`config.mk`:
```
export PLATFORM = sky130hd
export DESIGN_NAME = ndef_record_stream_parser_flat
export DESIGN_NICKNAME = d
export VERILOG_FILES = /design/src/hw/rtl/ndef_rsp_pkg.sv /design/src/hw/rtl/ndef_rsp_if.sv /design/src/hw/rtl/ndef_rsp_parser.sv /design/src/hw/rtl/ndef_record_stream_parser.sv /design/src/flat_wrapper.sv
export SDC_FILE = /design/constraint.sdc
export NUM_CORES = 1
export LEC_CHECK = 0
export BUFFER_PORTS_ARGS = -buffer_cell sky130_fd_sc_hd__buf_2
export CORE_MARGIN = 4
export CORE_UTILIZATION = 57
export CTS_CLUSTER_DIAMETER = 150
export DETAILED_ROUTE_END_ITERATION = 8
export GPL_TIMING_DRIVEN = 1
export PLACE_DENSITY = 0.77
export SYNTH_ARGS = -nofsm -noshare
export SYNTH_HDL_FRONTEND = slang
export SYNTH_SLANG_ARGS = --single-unit
```
`constraint.sdc`:
```
create_clock -name clk_i -period 21.5 [get_ports clk_i]
set_clock_uncertainty 0.05 [all_clocks]
set_input_delay 2.15 -clock clk_i [delete_from_list [all_inputs] [get_ports clk_i]]
set_output_delay 2.15 -clock clk_i [all_outputs]
set_load 0.03 [all_outputs]
```
`src/hw/rtl/ndef_rsp_pkg.sv`:
```
// Shared types and constants for the NDEF record stream parser.
// Holds the phase and result-kind codes and the result payload struct.
// It has no dependencies. The output interface, parser, top level and checker import it.
package ndef_rsp_pkg;

  // Reset value of the prefix skip register.
  localparam logic [3:0] PREFIX_SKIP_RST = 4'd2;

  // Bit positions in the record header byte.
  localparam int unsigned HDR_MB_BIT = 7;
  localparam int unsigned HDR_ME_BIT = 6;
  localparam int unsigned HDR_CF_BIT = 5;
  localparam int unsigned HDR_SR_BIT = 4;
  localparam int unsigned HDR_IL_BIT = 3;

  // Count of the last byte of a four-byte payload length.
  localparam logic [1:0] LEN_LAST_BYTE = 2'd3;

  // Result kinds.
  typedef enum logic [2:0] {
    KIND_DESC    = 3'd0,
    KIND_TYPE    = 3'd1,
    KIND_ID      = 3'd2,
    KIND_PAYLOAD = 3'd3,
    KIND_TRUNC   = 3'd4
  } kind_e;

  // Parser phases, one-hot.
  typedef enum logic [8:0] {
    PH_SKIP  = 9'b000000001,
    PH_HDR   = 9'b000000010,
    PH_TLEN  = 9'b000000100,
    PH_PLEN  = 9'b000001000,
    PH_IDLEN = 9'b000010000,
    PH_TYPE  = 9'b000100000,
    PH_ID    = 9'b001000000,
    PH_BODY  = 9'b010000000,
    PH_DONE  = 9'b100000000
  } phase_e;

  // One result item.
  typedef struct packed {
    kind_e       kind;
    logic [7:0]  content_byte;
    logic        flag_mb;
    logic        flag_me;
    logic        flag_cf;
    logic        flag_sr;
    logic        flag_il;
    logic [2:0]  name_format;
    logic [7:0]  type_len;
    logic [31:0] body_len;
    logic [7:0]  id_len;
    logic [7:0]  record_index;
  } res_t;

endpackage

```
`src/hw/rtl/ndef_rsp_if.sv`:
```
// Valid/ready channel interfaces for the NDEF record stream parser.
// The input channel carries image bytes and the output channel carries results.
// The output channel interface depends on ndef_rsp_pkg.
interface ndef_rsp_in_if;
  logic       valid;
  logic       ready;
  logic [7:0] in_byte;
  logic       last_byte;

  modport source (output valid, output in_byte, output last_byte, input ready);
  modport sink   (input valid, input in_byte, input last_byte, output ready);
endinterface

interface ndef_rsp_out_if;
  import ndef_rsp_pkg::*;
  logic        valid;
  logic        ready;
  kind_e       kind;
  logic [7:0]  content_byte;
  logic        flag_mb;
  logic        flag_me;
  logic        flag_cf;
  logic        flag_sr;
  logic        flag_il;
  logic [2:0]  name_format;
  logic [7:0]  type_len;
  logic [31:0] body_len;
  logic [7:0]  id_len;
  logic [7:0]  record_index;

  modport source (
    output valid, output kind, output content_byte, output flag_mb, output flag_me,
    output flag_cf, output flag_sr, output flag_il, output name_format,
    output type_len, output body_len, output id_len, output record_index,
    input ready
  );
  modport sink (
    input valid, input kind, input content_byte, input flag_mb, input flag_me,
    input flag_cf, input flag_sr, input flag_il, input name_format,
    input type_len, input body_len, input id_len, input record_index,
    output ready
  );
endinterface

```
`src/hw/rtl/ndef_rsp_parser.sv`:
```
// Parser state and per-byte update logic for the NDEF record stream parser.
// It takes one registered byte per step and produces at most one result.
// It depends on ndef_rsp_pkg.
module ndef_rsp_parser (
  input  logic                clk_i,
  input  logic                rst_ni,
  input  logic                step_i,
  input  logic [7:0]          byte_i,
  input  logic                last_i,
  input  logic [3:0]          prefix_skip_i,
  output logic                res_valid_o,
  output ndef_rsp_pkg::res_t  res_o
);
  import ndef_rsp_pkg::*;

  // Section positions: where to look for the next nonempty section.
  localparam logic [1:0] SEC_TYPE = 2'd0;
  localparam logic [1:0] SEC_ID   = 2'd1;
  localparam logic [1:0] SEC_BODY = 2'd2;
  localparam logic [1:0] SEC_NONE = 2'd3;

  typedef struct packed {
    phase_e      ph;
    logic [31:0] rem;
    logic        ended;
  } sect_t;

  // Picks the first nonempty section at or after pos, or ends the record.
  function automatic sect_t next_sec(input logic [1:0]  pos,
                                     input logic [7:0]  tl,
                                     input logic [7:0]  il,
                                     input logic [31:0] bl,
                                     input logic        me);
    sect_t s;
    s.ph    = me ? PH_DONE : PH_HDR;
    s.rem   = '0;
    s.ended = 1'b0;
    if (pos == SEC_TYPE && tl != 8'd0) begin
      s.ph  = PH_TYPE;
      s.rem = {24'd0, tl};
    end else if (pos <= SEC_ID && il != 8'd0) begin
      s.ph  = PH_ID;
      s.rem = {24'd0, il};
    end else if (pos <= SEC_BODY && bl != 32'd0) begin
      s.ph  = PH_BODY;
      s.rem = bl;
    end else begin
      s.ended = 1'b1;
    end
    return s;
  endfunction

  phase_e      phase_q, phase_d;
  logic [3:0]  skip_q, skip_d;
  logic [7:0]  hdr_q, hdr_d;
  logic [7:0]  tlen_q, tlen_d;
  logic [31:0] blen_q, blen_d;
  logic [1:0]  lbc_q, lbc_d;
  logic [7:0]  idlen_q, idlen_d;
  logic [31:0] rem_q, rem_d;
  logic [7:0]  count_q, count_d;

  phase_e      ph;
  sect_t       sec;
  logic        take_sec;
  logic        len_done;
  logic [31:0] rem_dec;
  logic        res_vld;
  kind_e       kind;
  logic [7:0]  cbyte;

  // Next state and result for the byte in the input register.
  always_comb begin
    phase_d  = phase_q;
    skip_d   = skip_q;
    hdr_d    = hdr_q;
    tlen_d   = tlen_q;
    blen_d   = blen_q;
    lbc_d    = lbc_q;
    idlen_d  = idlen_q;
    rem_d    = rem_q;
    count_d  = count_q;
    sec      = '0;
    take_sec = 1'b0;
    len_done = 1'b0;
    rem_dec  = '0;
    res_vld  = 1'b0;
    kind     = KIND_DESC;
    cbyte    = 8'd0;

    // A finished prefix makes this byte the first record header.
    ph = phase_q;
    if (ph == PH_SKIP && skip_q >= prefix_skip_i) begin
      ph = PH_HDR;
    end
    phase_d = ph;

    case (ph)
      PH_SKIP: begin
        skip_d = skip_q + 4'd1;
      end
      PH_HDR: begin
        hdr_d   = byte_i;
        tlen_d  = 8'd0;
        blen_d  = 32'd0;
        lbc_d   = 2'd0;
        idlen_d = 8'd0;
        rem_d   = 32'd0;
        phase_d = PH_TLEN;
      end
      PH_TLEN: begin
        tlen_d  = byte_i;
        phase_d = PH_PLEN;
      end
      PH_PLEN: begin
        if (hdr_q[HDR_SR_BIT]) begin
          blen_d   = {24'd0, byte_i};
          len_done = 1'b1;
        end else begin
          blen_d = {blen_q[23:0], byte_i};
          if (lbc_q == LEN_LAST_BYTE) begin
            lbc_d    = 2'd0;
            len_done = 1'b1;
          end else begin
            lbc_d = lbc_q + 2'd1;
          end
        end
        if (len_done) begin
          if (hdr_q[HDR_IL_BIT]) begin
            phase_d = PH_IDLEN;
          end else begin
            res_vld  = 1'b1;
            kind     = KIND_DESC;
            sec      = next_sec(SEC_TYPE, tlen_q, idlen_q, blen_d, hdr_q[HDR_ME_BIT]);
            take_sec = 1'b1;
          end
        end
      end
      PH_IDLEN: begin
        idlen_d  = byte_i;
        res_vld  = 1'b1;
        kind     = KIND_DESC;
        sec      = next_sec(SEC_TYPE, tlen_q, byte_i, blen_q, hdr_q[HDR_ME_BIT]);
        take_sec = 1'b1;
      end
      PH_TYPE, PH_ID, PH_BODY: begin
        res_vld = 1'b1;
        cbyte   = byte_i;
        rem_dec = (rem_q != 32'd0) ? rem_q - 32'd1 : 32'd0;
        rem_d   = rem_dec;
        if (ph == PH_TYPE) begin
          kind = KIND_TYPE;
        end else if (ph == PH_ID) begin
          kind = KIND_ID;
        end else begin
          kind = KIND_PAYLOAD;
        end
        if (rem_dec == 32'd0) begin
          if (ph == PH_TYPE) begin
            sec = next_sec(SEC_ID, tlen_q, idlen_q, blen_q, hdr_q[HDR_ME_BIT]);
          end else if (ph == PH_ID) begin
            sec = next_sec(SEC_BODY, tlen_q, idlen_q, blen_q, hdr_q[HDR_ME_BIT]);
          end else begin
            sec = next_sec(SEC_NONE, tlen_q, idlen_q, blen_q, hdr_q[HDR_ME_BIT]);
          end
          take_sec = 1'b1;
        end
      end
      default: begin
      end
    endcase

    // Section change or end of record; the record count saturates.
    if (take_sec) begin
      phase_d = sec.ph;
      rem_d   = sec.rem;
      if (sec.ended && count_q != 8'hFF) begin
        count_d = count_q + 8'd1;
      end
    end

    // The last byte inside an unfinished record reports a truncation.
    if (last_i && (phase_d inside {PH_TLEN, PH_PLEN, PH_IDLEN, PH_TYPE, PH_ID, PH_BODY})) begin
      res_vld = 1'b1;
      kind    = KIND_TRUNC;
      cbyte   = 8'd0;
    end

    res_valid_o        = res_vld;
    res_o.kind         = kind;
    res_o.content_byte = cbyte;
    res_o.flag_mb      = hdr_d[HDR_MB_BIT];
    res_o.flag_me      = hdr_d[HDR_ME_BIT];
    res_o.flag_cf      = hdr_d[HDR_CF_BIT];
    res_o.flag_sr      = hdr_d[HDR_SR_BIT];
    res_o.flag_il      = hdr_d[HDR_IL_BIT];
    res_o.name_format  = hdr_d[2:0];
    res_o.type_len     = tlen_d;
    res_o.body_len     = blen_d;
    res_o.id_len       = idlen_d;
    res_o.record_index = count_q;

    // The last byte returns the parser to its reset state.
    if (last_i) begin
      phase_d = PH_SKIP;
      skip_d  = 4'd0;
      hdr_d   = 8'd0;
      tlen_d  = 8'd0;
      blen_d  = 32'd0;
      lbc_d   = 2'd0;
      idlen_d = 8'd0;
      rem_d   = 32'd0;
      count_d = 8'd0;
    end
  end

  // Parser state registers, updated once per processed byte.
  always_ff @(posedge clk_i or negedge rst_ni) begin
    if (!rst_ni) begin
      phase_q <= PH_SKIP;
      skip_q  <= 4'd0;
      hdr_q   <= 8'd0;
      tlen_q  <= 8'd0;
      blen_q  <= 32'd0;
      lbc_q   <= 2'd0;
      idlen_q <= 8'd0;
      rem_q   <= 32'd0;
      count_q <= 8'd0;
    end else if (step_i) begin
      phase_q <= phase_d;
      skip_q  <= skip_d;
      hdr_q   <= hdr_d;
      tlen_q  <= tlen_d;
      blen_q  <= blen_d;
      lbc_q   <= lbc_d;
      idlen_q <= idlen_d;
      rem_q   <= rem_d;
      count_q <= count_d;
    end
  end

endmodule

```
`src/hw/rtl/ndef_record_stream_parser.sv`:
```
// Top level of the NDEF record stream parser: input register, parser, result register.
// It depends on ndef_rsp_pkg, the channel interfaces and ndef_rsp_parser.
//
// The block takes one tag image byte per clock and gives at most one result per byte,
// so it sustains one byte per cycle while the sink keeps taking results. A byte waits in
// the input register until the result register is free; there the parser updates its
// state and forms the result, which then waits in the result register until the sink
// takes it. The result register frees in the same cycle it is taken. Prefix bytes,
// header bytes, length bytes other than the one that completes the lengths, and bytes
// after the message end give no result, but a last byte inside an unfinished record
// reports a truncation. The prefix skip count takes effect at the next skip check;
// write it between images.
module ndef_record_stream_parser (
  input  logic                  clk_i,
  input  logic                  rst_ni,
  ndef_rsp_in_if.sink           in_i,
  ndef_rsp_out_if.source        out_o,
  input  logic                  cfg_we_i,
  input  logic [3:0]            cfg_wdata_i
);
  import ndef_rsp_pkg::*;

  logic [3:0] prefix_skip_q;
  logic       in_valid_q;
  logic [7:0] in_byte_q;
  logic       in_last_q;
  logic       out_valid_q;
  res_t       out_q;
  logic       out_free;
  logic       step;
  logic       accept;
  logic       res_valid;
  res_t       res;

  // Prefix skip register.
  always_ff @(posedge clk_i or negedge rst_ni) begin
    if (!rst_ni) begin
      prefix_skip_q <= PREFIX_SKIP_RST;
    end else if (cfg_we_i) begin
      prefix_skip_q <= cfg_wdata_i;
    end
  end

  // Handshake: a byte is processed when the result register can take its result.
  assign out_free   = !out_valid_q || out_o.ready;
  assign step       = in_valid_q && out_free;
  assign in_i.ready = !in_valid_q || out_free;
  assign accept     = in_i.valid && in_i.ready;

  // Input register.
  always_ff @(posedge clk_i or negedge rst_ni) begin
    if (!rst_ni) begin
      in_valid_q <= 1'b0;
    end else if (accept) begin
      in_valid_q <= 1'b1;
    end else if (step) begin
      in_valid_q <= 1'b0;
    end
  end

  always_ff @(posedge clk_i) begin
    if (accept) begin
      in_byte_q <= in_i.in_byte;
      in_last_q <= in_i.last_byte;
    end
  end

  ndef_rsp_parser u_parser (
    .clk_i         (clk_i),
    .rst_ni        (rst_ni),
    .step_i        (step),
    .byte_i        (in_byte_q),
    .last_i        (in_last_q),
    .prefix_skip_i (prefix_skip_q),
    .res_valid_o   (res_valid),
    .res_o         (res)
  );

  // Result register.
  always_ff @(posedge clk_i or negedge rst_ni) begin
    if (!rst_ni) begin
      out_valid_q <= 1'b0;
    end else if (step && res_valid) begin
      out_valid_q <= 1'b1;
    end else if (out_o.ready) begin
      out_valid_q <= 1'b0;
    end
  end

  always_ff @(posedge clk_i) begin
    if (step && res_valid) begin
      out_q <= res;
    end
  end

  // Output channel.
  assign out_o.valid        = out_valid_q;
  assign out_o.kind         = out_q.kind;
  assign out_o.content_byte = out_q.content_byte;
  assign out_o.flag_mb      = out_q.flag_mb;
  assign out_o.flag_me      = out_q.flag_me;
  assign out_o.flag_cf      = out_q.flag_cf;
  assign out_o.flag_sr      = out_q.flag_sr;
  assign out_o.flag_il      = out_q.flag_il;
  assign out_o.name_format  = out_q.name_format;
  assign out_o.type_len     = out_q.type_len;
  assign out_o.body_len     = out_q.body_len;
  assign out_o.id_len       = out_q.id_len;
  assign out_o.record_index = out_q.record_index;

endmodule

```
`src/flat_wrapper.sv`:
```
// flat-port wrapper written by rule: the top's interface ports become plain ports
module ndef_record_stream_parser_flat import ndef_rsp_pkg::*;
  (clk_i, rst_ni, cfg_we_i, cfg_wdata_i, in_i_valid, in_i_in_byte, in_i_last_byte, in_i_ready, out_o_valid, out_o_kind, out_o_content_byte, out_o_flag_mb, out_o_flag_me, out_o_flag_cf, out_o_flag_sr, out_o_flag_il, out_o_name_format, out_o_type_len, out_o_body_len, out_o_id_len, out_o_record_index, out_o_ready);
  ndef_rsp_in_if in_i_i ();
  ndef_rsp_out_if out_o_i ();
  input  logic clk_i;
  input  logic rst_ni;
  input  logic cfg_we_i;
  input  logic [3:0] cfg_wdata_i;
  input wire logic [$bits(in_i_i.valid)-1:0] in_i_valid;
  input wire logic [$bits(in_i_i.in_byte)-1:0] in_i_in_byte;
  input wire logic [$bits(in_i_i.last_byte)-1:0] in_i_last_byte;
  output wire logic [$bits(in_i_i.ready)-1:0] in_i_ready;
  output wire logic [$bits(out_o_i.valid)-1:0] out_o_valid;
  output wire logic [$bits(out_o_i.kind)-1:0] out_o_kind;
  output wire logic [$bits(out_o_i.content_byte)-1:0] out_o_content_byte;
  output wire logic [$bits(out_o_i.flag_mb)-1:0] out_o_flag_mb;
  output wire logic [$bits(out_o_i.flag_me)-1:0] out_o_flag_me;
  output wire logic [$bits(out_o_i.flag_cf)-1:0] out_o_flag_cf;
  output wire logic [$bits(out_o_i.flag_sr)-1:0] out_o_flag_sr;
  output wire logic [$bits(out_o_i.flag_il)-1:0] out_o_flag_il;
  output wire logic [$bits(out_o_i.name_format)-1:0] out_o_name_format;
  output wire logic [$bits(out_o_i.type_len)-1:0] out_o_type_len;
  output wire logic [$bits(out_o_i.body_len)-1:0] out_o_body_len;
  output wire logic [$bits(out_o_i.id_len)-1:0] out_o_id_len;
  output wire logic [$bits(out_o_i.record_index)-1:0] out_o_record_index;
  input wire logic [$bits(out_o_i.ready)-1:0] out_o_ready;
  assign in_i_i.valid = in_i_valid;
  assign in_i_i.in_byte = in_i_in_byte;
  assign in_i_i.last_byte = in_i_last_byte;
  assign in_i_ready = in_i_i.ready;
  assign out_o_valid = out_o_i.valid;
  assign out_o_kind = out_o_i.kind;
  assign out_o_content_byte = out_o_i.content_byte;
  assign out_o_flag_mb = out_o_i.flag_mb;
  assign out_o_flag_me = out_o_i.flag_me;
  assign out_o_flag_cf = out_o_i.flag_cf;
  assign out_o_flag_sr = out_o_i.flag_sr;
  assign out_o_flag_il = out_o_i.flag_il;
  assign out_o_name_format = out_o_i.name_format;
  assign out_o_type_len = out_o_i.type_len;
  assign out_o_body_len = out_o_i.body_len;
  assign out_o_id_len = out_o_i.id_len;
  assign out_o_record_index = out_o_i.record_index;
  assign out_o_i.ready = out_o_ready;
  ndef_record_stream_parser u_core (.clk_i(clk_i), .rst_ni(rst_ni), .in_i(in_i_i), .out_o(out_o_i), .cfg_we_i(cfg_we_i), .cfg_wdata_i(cfg_wdata_i));
endmodule
```
# Yosys cells after proc, flatten, opt, wreduce, memory -nomap -nowiden
# Index checks and enable logic that the tools add are counted.
# word_totals
register_bits	201
wordCells	150
output_inout_bits	77
# classes
reduce_logical	33
n_eq_ne	18
n_addsub	4
order_cmp	1
bitwise	1
mux	65
# op_table
cell	count
two-way mux 41 bit	7
two-way mux 42 bit	5
two-way mux 32 bit	6
case mux 32 bit (2 select lines)	2
case mux 42 bit (3 select lines)	1
nonzero test 32 bit	3
two-way mux 8 bit	7
two-way mux 9 bit	6
zero test 32 bit	1
case mux 8 bit (2 select lines)	2
subtractor 32 x 1 -> 32 bit, second input constant	1
case mux 9 bit (3 select lines)	1
nonzero test 8 bit	3
two-way mux 1 bit	19
== test 9 x 1 -> 1 bit, second input constant	2
== test 9 x 3 -> 1 bit, second input constant	2
== test 9 x 4 -> 1 bit, second input constant	2
== test 9 x 5 -> 1 bit, second input constant	2
== test 9 x 6 -> 1 bit, second input constant	2
== test 9 x 7 -> 1 bit, second input constant	2
== test 9 x 8 -> 1 bit, second input constant	2
nonzero test 2 bit	5
== test 9 x 2 -> 1 bit, second input constant	1
adder 8 x 1 -> 8 bit, second input constant	1
23 further kinds	37

# Logic depth before layout (Yosys ltp)
# logic_depth
ltp_word	19
ltp_mapped	15

# Hierarchy
# From an unflattened synthesis, not the netlist that was laid out.
# hier_totals
cells_unflattened	1029
area_unflattened_um2	10598.9
# modules_own_cells
mod	n_inst	cells_each	area_each_um2
ndef_rsp_parser	1	927	7821.3
ndef_record_stream_parser	1	102	2777.7

# Least setup slack after synthesis
# No wires, ideal clock.
# synth_timing
kind	flip-flop to flip-flop
from	register u_core.u_parser.rem_q[0]
to	register u_core.out_q, in the netlist u_core.out_o.body_len[0], enable pin
n_path_buf	1
path_stages_with_launch	15
path_slack_ns	13.739
setup_time_ns	0.553
t_required_ns	20.897
arrival_ns	7.158
cell_sequence	dfrtp_1 -> inv_1 -> ha_1 -> nor4b_1 -> nand2_1 -> or4_4 -> nand4_2 -> nor3_1 -> a311o_1 -> a21oi_1 -> nor3b_1 -> mux2_1 -> or2_1 -> buf_2 -> a31oi_1
# synth_via
elab_chain_len	11
word_cells_on_any_way	19
# synth_lines
item	line	source
start: declaration	ndef_rsp_parser.sv:60	logic [31:0] rem_q, rem_d;
start signal: assignment	ndef_rsp_parser.sv:237	rem_q <= rem_d;
subtractor 32 x 1 -> 32 bit / nonzero test 32 bit (equally long branches)	ndef_rsp_parser.sv:149	rem_dec = (rem_q != 32'd0) ? rem_q - 32'd1 : 32'd0;
two-way mux 32 bit *	ndef_rsp_parser.sv:149	
zero test 32 bit *	ndef_rsp_parser.sv:158	if (rem_dec == 32'd0) begin
two-way mux 42 bit / two-way mux 1 bit (equally long branches)	ndef_rsp_parser.sv:158	
case mux 42 bit (3 select lines) / case mux 1 bit (3 select lines) (equally long branches)	ndef_rsp_parser.sv:98	case (ph)
two-way mux 9 bit *	ndef_rsp_parser.sv:174	if (take_sec) begin
== test 9 x 3 -> 1 bit (tied with other cells)	ndef_rsp_parser.sv:183	if (last_i && (phase_d inside {PH_TLEN, PH_PLEN, PH_IDLEN, PH_TYPE, PH_ID, PH_BODY})) begin
nonzero test 6 bit *	ndef_rsp_parser.sv:183	
logical AND 1 bit *	ndef_rsp_parser.sv:183	
two-way mux 1 bit *	ndef_rsp_parser.sv:183	
logical AND 1 bit *	ndef_record_stream_parser.sv:91	if (step && res_valid) begin
end signal: assignment	ndef_record_stream_parser.sv:92	out_q <= res;
end: declaration	ndef_record_stream_parser.sv:28	res_t out_q;
# Mark *: on every way between the ends. The rest lies on a longest branch, timed or not.
# A chain may end at the register's enable or synchronous reset.

# Worst setup path after layout
# layout_timing
from	register u_core.u_parser.phase_q[1]
to	register u_core.out_q, in the netlist u_core.out_o.body_len[31], enable pin
# layout_via
elab_chain_len	14
word_cells_on_any_way	32
# layout_lines
item	line	source
start: declaration	ndef_rsp_parser.sv:53	phase_e phase_q, phase_d;
start signal: assignment	ndef_rsp_parser.sv:230	phase_q <= phase_d;
== test 9 x 1 -> 1 bit	ndef_rsp_parser.sv:93	if (ph == PH_SKIP && skip_q >= prefix_skip_i) begin
logical AND 1 bit	ndef_rsp_parser.sv:93	
two-way mux 9 bit *	ndef_rsp_parser.sv:93	
== test 9 x 7 -> 1 bit	ndef_rsp_parser.sv:98, ndef_rsp_parser.sv:161	
two-way mux 42 bit	ndef_rsp_parser.sv:161	end else if (ph == PH_ID) begin
two-way mux 42 bit	ndef_rsp_parser.sv:159	if (ph == PH_TYPE) begin
two-way mux 42 bit	ndef_rsp_parser.sv:158	
case mux 42 bit (3 select lines)	ndef_rsp_parser.sv:98	
two-way mux 9 bit	ndef_rsp_parser.sv:174	
== test 9 x 3 -> 1 bit (tied with other cells)	ndef_rsp_parser.sv:183	
nonzero test 6 bit	ndef_rsp_parser.sv:183	
logical AND 1 bit	ndef_rsp_parser.sv:183	
two-way mux 1 bit *	ndef_rsp_parser.sv:183	
logical AND 1 bit *	ndef_record_stream_parser.sv:91	
# Marks and branches as above.

==> flow_metrics.tcl <==
set metrics [dict create \
    status "finished clean" \
    synthSimpleGateAreaFrac 0.1847 \
    clkTransAtPathRegs_ns 0.06 \
    ys_ff_latch 201 \
    synth_top_family_by_area "compound AO/OA/AOI/OAI gates" \
    gr-total-overflow 0 \
    numPortBuffers 94 \
    synth_top_area_frac 0.2830 \
    die_x_um 141.6 \
    async_reset_ff_frac 0.5821 \
    drtPass1Iterations 8 \
    netlist_area_mm2 0.01017 \
    syn-instance-count 1002 \
    syn_area_per_cell_um2 10.15 \
    dr_total_vias 8612 \
    fmax_ghz 0.1698 \
    path_cells "nor4_1 > nand4b_1 > nor3_2 > nor2_1 > nor2_1 > a41o_1 > a21oi_1 > mux2_1 > or2_1 > a31oi_4 > buf_4" \
    cp_max_fo 75 \
    final_common_cell "nand2_1" \
    gp_congestion 0.9594 \
    hold_viol_final 0 \
    synthDistinctLibCells 67 \
    worst_setup_path_end_kind "flip-flop" \
    hpwlAfterDp_um 18900 \
    rsz0062_at_grt "no" \
    nNetsFinal 1083 \
    cpMaxStageDelayCell "nor3_2" \
    start_util 0.5839 \
    n_antenna_cell 0 \
    hold_ws_ns 0.4496 \
    die_h_um 141.6 \
    syn_to_final_growth_pct 12.62 \
    num_rows 48 \
    yosysWarnings 0 \
    maxCapViolations 0 \
    irDropWorstVdd_uv 61.19 \
    synthAdderAreaFrac 0.01107 \
    cts_tree "built" \
    wl_per_cell_um 21.87 \
    die_area_mm2 0.02004 \
    ant_nets 0 \
    viasPerCell 6.645 \
    grt_pass1_vias 8331 \
    synth_area_leaders "dfrtp_1 (28%), edfxtp_1 (25%), a22o_1 (7.8%)" \
    cts.sinks 201 \
    hold_path.class "flip-flop to flip-flop" \
    power_w 0.0009842 \
    wirelength_um 28340 \
    slowest_delay_ns 0.82 \
    synth_xor_area_frac 0.01809 \
    antenna_found_initial 0 \
    path_class "flip-flop to flip-flop" \
    drt_iter0_markers 952 \
    synth.yosys.seq_area_share 0.5362 \
    power.leakage_nw 4.913 \
    drv_slew 0 \
    powerDensity_mw_per_mm2 85.93 \
    design.core.area_mm2 0.01742 \
    syn_nets 1029 \
    synth_compound_area_frac 0.2094 \
    ctsResizeCount 0 \
    clockBufferDepth 3 \
    finalSetupViolations 0 \
    slew_headroom 0.3527 \
    worst_pin_slew_ns 0.9710 \
    fin_crit_ns 5.890 \
    htreeDepth 1 \
    final_layout_size_suffix_gt1_frac 0.1569 \
    place_area_mm2 0.01077 \
    cts-root-buf "clkbuf_16" \
    cts_buffers 21 \
    grt_max_degree 76 \
    yosys-mux-area-fraction 0.008243 \
    cp_data_arrival_time_ns 5.96 \
    synth_flop_cell "dfrtp_1" \
    finalInstanceArea_mm2 0.01145 \
    grt_pass1_wl_um 45400 \
    layout_common_cells "nand2_1 (162), dfrtp_1 (115), buf_2 (93)" \
    grt_usage 0.2809 \
    finalCritPeriodShare 0.2739 \
    start_kind "flip-flop" \
    drc 0 \
    ctsHoldBuffers 0 \
    setup_tns_ns 0 \
    place_inst 1258 \
    clk_latency_ns 0.51 \
    synth_edf_count 84 \
    post_cts_buffers 0 \
    worst_ep_required_time_ns 21.57 \
    layout.cells.non_filler 1296 \
    ios 95 \
    synth.largest_area_cell "dfrtp_1" \
    cp_common_cell "nor2_1" \
]
cells in the mapped netlist (4+ instances only):
master    count
nand2_1     163
dfrtp_1     115
a22o_1       91
o21ai_0      87
edfxtp_1     84
clkbuf_1     70
nor2_1       58
nor4_1       35
a21oi_1      29
a221oi_1     20
nor3_1       19
and3_1       17
xnor2_1      12
nand4_1      10
ha_1          9
inv_1         9
nand2b_1      9
xor2_1        9
a22oi_1       8
a31oi_1       8
o31ai_1       8
or2_2         8
or3_1         8
a222oi_1      7
and2_1        7
nand3_1       7
o221ai_1      7
nor2b_1       6
buf_2         5
mux2i_1       5
or4_1         5
and4_1        4
nor4b_1       4
cells by family after synthesis:
family          count (synthesis)
buf+inv                        86
compound gates                297
mux                             8
flops                         201
simple gates                  380
fa+ha+maj                       9
xor+xnor                       21
path summary, 6_finish.rpt:
check / startpoint / endpoint / slack [ns] / cells past startpoint
min reg2reg: u_core.u_parser.count_q[6] / u_core.out_o.record_index[6] / 0.45 / 0
max: u_core.u_parser.phase_q[1] / u_core.out_o.body_len[31] / 15.61 / 11
min in group asynchronous: rst_ni / u_core.prefix_skip_q[2] / 1.59 / 1
min: u_core.u_parser.count_q[6] / u_core.out_o.record_index[6] / 0.45 / 0
max reg2reg: u_core.u_parser.phase_q[1] / u_core.out_o.body_len[31] / 15.61 / 11
max in group asynchronous: rst_ni / u_core.u_parser.blen_q[21] / 18.42 / 2
state kept, by name, indices dropped and copies added, names as in the netlist, 2 cells and up:
| signal | cells |
|---|---|
| u_core.out_o.record_index | 8 |
| u_core.prefix_skip_q | 4 |
| u_core.out_o.type_len | 8 |
| u_core.u_parser.tlen_q | 8 |
| u_core.u_parser.lbc_q | 2 |
| u_core.out_o.kind | 3 |
| u_core.out_o.name_format | 3 |
| u_core.u_parser.idlen_q | 8 |
| u_core.u_parser.blen_q | 32 |
| u_core.u_parser.skip_q | 4 |
| u_core.u_parser.phase_q | 9 |
| u_core.out_o.content_byte | 8 |
| u_core.in_byte_q | 8 |
| u_core.out_o.id_len | 8 |
| u_core.out_o.body_len | 32 |
| u_core.u_parser.rem_q | 32 |
| u_core.u_parser.count_q | 8 |
| u_core.u_parser.hdr_q | 8 |
area by class of cell:
class                   count  area (µm²)
flip-flops and latches    201        5453
multi-input cells         715        4425
inverters                  10       37.54
fillers                  1401        5963
clock buffers              31       593.1
well taps                 225       281.5
clock inverters             7       92.59
repair buffers            107       570.5
metrics by stage:
step,setup WS [ns],util
after floorplan,13.74,-
after global placement,15.87,0.6182
after detailed placement,15.74,0.6182
after CTS,15.73,0.6576
after global routing,15.26,0.6576
final,15.61,0.6576
power breakdown:
part	internal, W	switching (W)	leakage, nW
registers	0.000429	0.0000195	2.44
logic	0.0000470	0.000125	2.15
clock network	0.000216	0.000148	0.327
total	0.000692	0.000293	4.91
worst max-delay path, delay by kind of cell, from the launching register on:
kind            cells  cell delay, ns
simple gates        6            3.38
buf+inv             1            0.74
flops               1            0.46
compound gates      3            0.45
mux                 1            0.34
routing by layer:
| metal | track usage | part of all wire |
|---|---|---|
| met1 | 0.3789 | 0.41 |
| met2 | 0.4623 | 0.48 |
| met3 | 0.04078 | 0.068 |
| met4 | 0.1101 | 0.046 |
| met5 | 0 | 0 |
(Power assumes the default switching activity.)
